### src/sv/fpst_pkg.sv
// Shared types and constants for the Fenwick prefix-sum table.
// Used by the controller, the datapath and the top level; no dependencies.
`default_nettype none

package fpst_pkg;

    // Field widths of the stream payload and the configuration register
    localparam int unsigned IDX_W  = 11;
    localparam int unsigned DATA_W = 32;
    // Walk position needs one bit more than the index: an add can climb past 2047
    localparam int unsigned POS_W  = IDX_W + 1;

    // Active size after reset
    localparam logic [IDX_W-1:0] ACTIVE_RST = 11'd1024;

    // Request kinds carried in tuser
    localparam logic MODE_ADD   = 1'b0;
    localparam logic MODE_QUERY = 1'b1;

    // Controller states
    typedef enum logic [1:0] {
        ST_CLEAR,
        ST_IDLE,
        ST_WALK,
        ST_FIN
    } t_state;

    // Commands from the controller to the datapath
    typedef struct packed {
        logic clr;   // write zero at the clear counter and advance it
        logic load;  // take a new request
        logic step;  // read the current node and move to the next one
        logic emit;  // load the prefix sum into the output register
    } t_cmd;

    // Status from the datapath to the controller
    typedef struct packed {
        logic clr_done;  // last entry of the clearing pass is being written
        logic more;      // walk has another node to visit
        logic is_query;  // current request is a query
        logic out_free;  // output register can take a new result
    } t_sts;

endpackage

`default_nettype wire

### src/sv/fpst_ctrl.sv
// Controller state machine of the Fenwick prefix-sum table.
// Depends on fpst_pkg for the state, command and status types.
`default_nettype none

module fpst_ctrl
    import fpst_pkg::*;
(
    input  wire logic i_clk,
    input  wire logic i_rst_n,
    input  wire logic i_s_tvalid,
    output logic      o_s_tready,
    input  t_sts      i_sts,
    output t_cmd      o_cmd
);

    t_state r_state;
    t_state n_state;

    // State register; reset starts the clearing pass
    always_ff @(posedge i_clk) begin
        if (!i_rst_n) begin
            r_state <= ST_CLEAR;
        end else begin
            r_state <= n_state;
        end
    end

    // Next state and commands
    always_comb begin
        n_state    = r_state;
        o_cmd      = '0;
        o_s_tready = 1'b0;
        case (r_state)
            ST_CLEAR: begin
                o_cmd.clr = 1'b1;
                if (i_sts.clr_done) begin
                    n_state = ST_IDLE;
                end
            end
            ST_IDLE: begin
                o_s_tready = 1'b1;
                if (i_s_tvalid) begin
                    o_cmd.load = 1'b1;
                    n_state    = ST_WALK;
                end
            end
            ST_WALK: begin
                // Advance one node a cycle; the last pending update lands on exit
                if (i_sts.more) begin
                    o_cmd.step = 1'b1;
                end else if (i_sts.is_query) begin
                    n_state = ST_FIN;
                end else begin
                    n_state = ST_IDLE;
                end
            end
            ST_FIN: begin
                // Hold until the output register is free
                if (i_sts.out_free) begin
                    o_cmd.emit = 1'b1;
                    n_state    = ST_IDLE;
                end
            end
            default: begin
                n_state = ST_CLEAR;
            end
        endcase
    end

endmodule

`default_nettype wire

### config.mk
export PLATFORM = sky130hd
export DESIGN_NAME = fpst_ctrl
export DESIGN_NICKNAME = d
export VERILOG_FILES = /design/src/sv/fpst_pkg.sv /design/src/sv/fpst_ctrl.sv
export SDC_FILE = /design/constraint.sdc
export NUM_CORES = 1
export LEC_CHECK = 0
export BUFFER_PORTS_ARGS = -buffer_cell sky130_fd_sc_hd__buf_2
export CAP_MARGIN = 20
export CORE_AREA = 3 3 40 42
export CTS_CLUSTER_SIZE = 14
export DETAILED_ROUTE_END_ITERATION = 10
export DIE_AREA = 0 0 43 45
export HOLD_SLACK_MARGIN = 0.06
export PLACE_DENSITY = 0.49
export SYNTH_ARGS = -nofsm -noshare
export SYNTH_HDL_FRONTEND = slang
export SYNTH_SLANG_ARGS = --single-unit
export TNS_END_PERCENT = 5
### constraint.sdc
create_clock -name i_clk -period 1.2 [get_ports i_clk]
set_input_delay 0 -clock i_clk [delete_from_list [all_inputs] [get_ports i_clk]]
set_output_delay 0 -clock i_clk [all_outputs]
set_load 0.02 [all_outputs]
== Word-level counts from Yosys, hierarchy flattened ==
Index checks and enable logic that the tools add are counted.

* Input port bits: 7
* Logic and storage cells: 24
* Output and inout port bits: 5
* Register bits: 2

* Equal/unequal tests: 7
* Mux-type cells: 14
* Reduce and logical (&&, ||, !) cells: 2

{| class="wikitable"
|+ Operators by type and width
! operator !! number
|-
| $mux 2 || 5
|-
| $mux 1 || 8
|-
| $ne 2x2->1 const B || 4
|-
| $pmux 2 s4 || 1
|-
| $eq 2x2->1 const B || 2
|-
| $reduce_and 4->1 || 1
|-
| $eq 2x1->1 const B || 1
|-
| $logic_not 2->1 || 1
|}

== Depth between registers and ports, before layout ==
* Word-level depth: 3
* Depth in mapped cells: 5

== Least setup slack after synthesis ==
Ideal clock, no wire load.

* Path kind: register -> register
* From: register r_state[1]
* To: register r_state[0]
* Arrival time: 1.347 ns
* Cell stages (with the launch flop): 6
* Clock period less this slack: 1.419 ns
* Path slack: -0.219 ns
* Library setup time: 0.072 ns
* Buffers on the path: 0
* Cells stage by stage: dfxtp_1 -> inv_1 -> ha_1 -> nor2b_1 -> nor4_4 -> mux2i_1

* Word-level cells in the longest chain between the ends: 3
* Elaborated cells on any way between the ends: 10
* Classes of those cells: 7 x eq/ne; 1 x mux; 2 x reduce/logical

{| class="wikitable"
|+ Ends and longest elaborated chain
! what !! RTL line !! text
|-
| start: declaration || fpst_ctrl.sv:16 || <nowiki>t_state r_state;</nowiki>
|-
| start signal: assignment || fpst_ctrl.sv:24 || <nowiki>r_state <= n_state;</nowiki>
|-
| $eq 2x2->1 (tied with other cells) || fpst_ctrl.sv:33 || <nowiki>case (r_state)</nowiki>
|-
| $ne 2x2->1 (no line) || n/a ||
|-
| $reduce_and 4->1 (no line) || n/a ||
|}

Parallel ways exist; a longest one is shown, timed or not.
A chain may end at the register's enable or synchronous reset.

== Final worst setup path ==
* From: register r_state[1]
* To: register r_state[1]

The elaborated chain is that of the path after synthesis.

==> flow_summary.json <==
{
  "maxSlewHeadroom": 0.810,
  "min_from": "i_sts[2]",
  "total_power_w": 0.000624,
  "r2r_end": "r_state[1]",
  "syn_avg_cell_area_sq_um": 9.52,
  "htree_levels": 1,
  "clkSlewWorstSetupHoldPaths_ns": 0.03,
  "finalWorstSetupSlack_ns": -0.148,
  "start_util": 0.170,
  "antennaDiodeCount": 0,
  "crit_type": "reg2reg",
  "tritoncts": "done",
  "place_congestion": 0.749,
  "clock_path_buffers": 2,
  "internal_power_w": 0.000376,
  "synth_cell_types": 13,
  "drt_pass1_iterations": 3,
  "p_clk_frac": 0.238,
  "cts.sinks": 2,
  "cts_buffers": 3,
  "cpPeakStageDelay_ns": 0.38,
  "setup.worst_path.end_class": "register",
  "multi_input_area_sq_um": 209,
  "yosysMostFrequentCell": "ha_1",
  "synth-seq-cells": 2,
  "ant_nets": 0,
  "die_area_sq_um": 1940,
  "failed_checks": "negative setup slack",
  "vias": 209,
  "synthFlopType": "dfxtp_1",
  "via_per_inst": 3.73,
  "peakVddDrop_mv": 0.833,
  "hold_violations": 0,
  "tightestPinTransition_ns": 0.283,
  "setup_violations": 3,
  "io_buffers": 11,
  "postSynthCellCount": 23,
  "synth_mux_area_frac": 0.0914,
  "synth_top_family_by_area": "simple AND/OR/NAND/NOR gates",
  "fp-row-count": 13,
  "synth_fp_nets": 35,
  "dp_slack_ns": -0.186,
  "status": "finished with violations",
  "fmax_mhz": 742,
  "grt_pass1_wl_um": 897,
  "drive_above_1_share": 0.683,
  "maxSlewViolCount": 0,
  "r2r_start": "r_state[1]",
  "switching_share": 0.397,
  "drtIter0Drc": 1,
  "pwr-share-comb": 0.539,
  "drv_cap": 0,
  "syn_area_sq_um": 219,
  "critPathLaunch": "r_state[1]",
  "clk_latency_ns": 0.22,
  "ys_seq_area_frac": 0.183,
  "place_hpwl_um": 410,
  "area_delta_synth_final_pct": 81.7,
  "worst_r2r_path_depth": 5,
  "synthXorXnorAreaFrac": 0,
  "fin_crit_ns": 1.35,
  "track_usage": 0.0648,
  "top_register": "r_state",
  "hold_depth": 4,
  "p_sw_w": 0.000248,
  "die_w_um": 43,
  "synth_top_area_share": 0.286,
  "synth_compound_area_frac": 0.0343,
  "rsz0062_at_grt": "true",
  "largest_register_ffs": 2,
  "r2r_slack_ns": -0.15,
  "synthAdderAreaFrac": 0.286,
  "nFillCells": 134,
  "overflow": 0,
  "wl_per_cell_um": 9.04,
  "cp.required_ns": 1.34,
  "synth_area_leader_cell": "ha_1",
  "synth-edff-count": 0,
  "io_pins": 12,
  "drt-total-wl_um": 506,
  "min_period_over_period": 1.12,
  "hold_class": "in2reg",
  "antenna_found_initial": 0,
  "path_max_fanout": 4,
  "yosys-top-cells-area": "ha_1, dfxtp_1, nor4_4",
  "regArea_sq_um": 47.5,
  "drc_errors": 0,
  "seqPwrFrac": 0.223,
  "async_flop_share": 0,
  "power.density_nw_per_um2": 1570,
  "fin_tns_setup_ns": -0.338,
  "coreArea_sq_um": 1280,
  "clock_skew_ns": 0.00406,
  "crit_chain": "inv_4, ha_4, nor2b_4, nor4_4, mux2i_1",
  "biggestRegsByFlops": "r_state (2)",
  "yosysWarnings": 0,
  "cp_slowest_cell": "dfxtp_4",
  "cp.arrival_ns": 1.49,
  "holdPathEnd": "r_state[0]",
  "crit_path_start_kind": "register",
  "synth-simple-area-share": 0.371,
  "cts_root_buffer": "clkbuf_4",
  "die_h_um": 45,
  "first_global_vias": 215,
  "grt_start_max_net_pins": 6,
  "p_leak_nw": 0.196,
  "fin_nets": 55
}
area by class of cell:
type                            instances  share of cell area
Clock buffer                            3              0.0566
Inverter                                2              0.0314
Multi-Input combinational cell         19               0.525
Sequential cell                         2               0.119
Tap cell                               15              0.0472
Timing Repair Buffer                   15               0.220
worst max path at each step:
stage	to	slack, ns	cells after the start
2_1_floorplan	r_state[0]	-0.07	4
3_3_place_gp	r_state[1]	-0.15	4
3_5_place_dp	r_state[1]	-0.19	4
4_1_cts	r_state[1]	-0.19	5
5_1_grt	r_state[1]	-0.24	5
6_report	r_state[1]	-0.15	5
cell usage in the layout (no fill, tap or decap):
master,instances
clkbuf_4,3
buf_4,3
nor4_4,1
dfxtp_4,2
ha_2,2
mux2i_1,2
a21o_1,1
nand2b_1,1
nand2_1,2
nor2b_4,1
inv_4,2
ha_1,1
and2_1,2
ha_4,2
and2b_1,1
dlygate4sd3_1,1
nor2b_1,1
nand3_1,1
buf_2,11
and2_4,1
power groups by stage:
stage	clock, W	combinational, W	sequential (W)
2_1_floorplan	0	0.000265	0.000124
3_3_place_gp	0	0.000333	0.000132
3_5_place_dp	0	0.000331	0.000134
4_1_cts	0.000157	0.000340	0.000139
5_1_grt	0.000166	0.000375	0.000144
6_report	0.000148	0.000336	0.000139
stage by stage:
stage | utilization | instance area (sq um) | hold WS [ns] | std cells
global route | 0.310 | 398 | 0.220 | 56
global placement | 0.275 | 353 | 0.295 | 51
detailed placement | 0.275 | 353 | 0.286 | 51
floorplan | - | 264 | 0.135 | 23
CTS | 0.308 | 395 | 0.192 | 56
finish | 0.310 | 398 | 0.199 | 56
kinds of logic after synthesis:
family / Yosys count
simple gates: 11
fa+ha+maj: 5
buf+inv: 2
mux: 2
flops: 2
compound gates: 1
metal layers:
layer / global-route usage / part of all wire / vias up
met5: 0 / 0 / -
met4: 0.0181 / 0 / 0
met3: 0.0359 / 0.11 / 0
met2: 0.0868 / 0.39 / 12
met1: 0.0885 / 0.50 / 86
li1: - / - / 111
critical path: cells and delay by family, from the launching register on:
family	cells	cell delay, ns
flip-flops	1	0.38
AND/OR/NAND/NOR	2	0.45
multiplexers	1	0.23
adder cells (fa/ha/maj)	1	0.15
buffers and inverters	1	0.05
repair_timing:
item / in CTS / in global routing
buffers inserted: 1 / 0
pin swaps: 3 / 1
resized for setup: 1 / 1
hold buffers: 1 / 0
endpoints found under the hold margin: 1 / 0
endpoints found under the setup margin: 3 / 3
No activity file was read; power rests on OpenSTA's default activity.
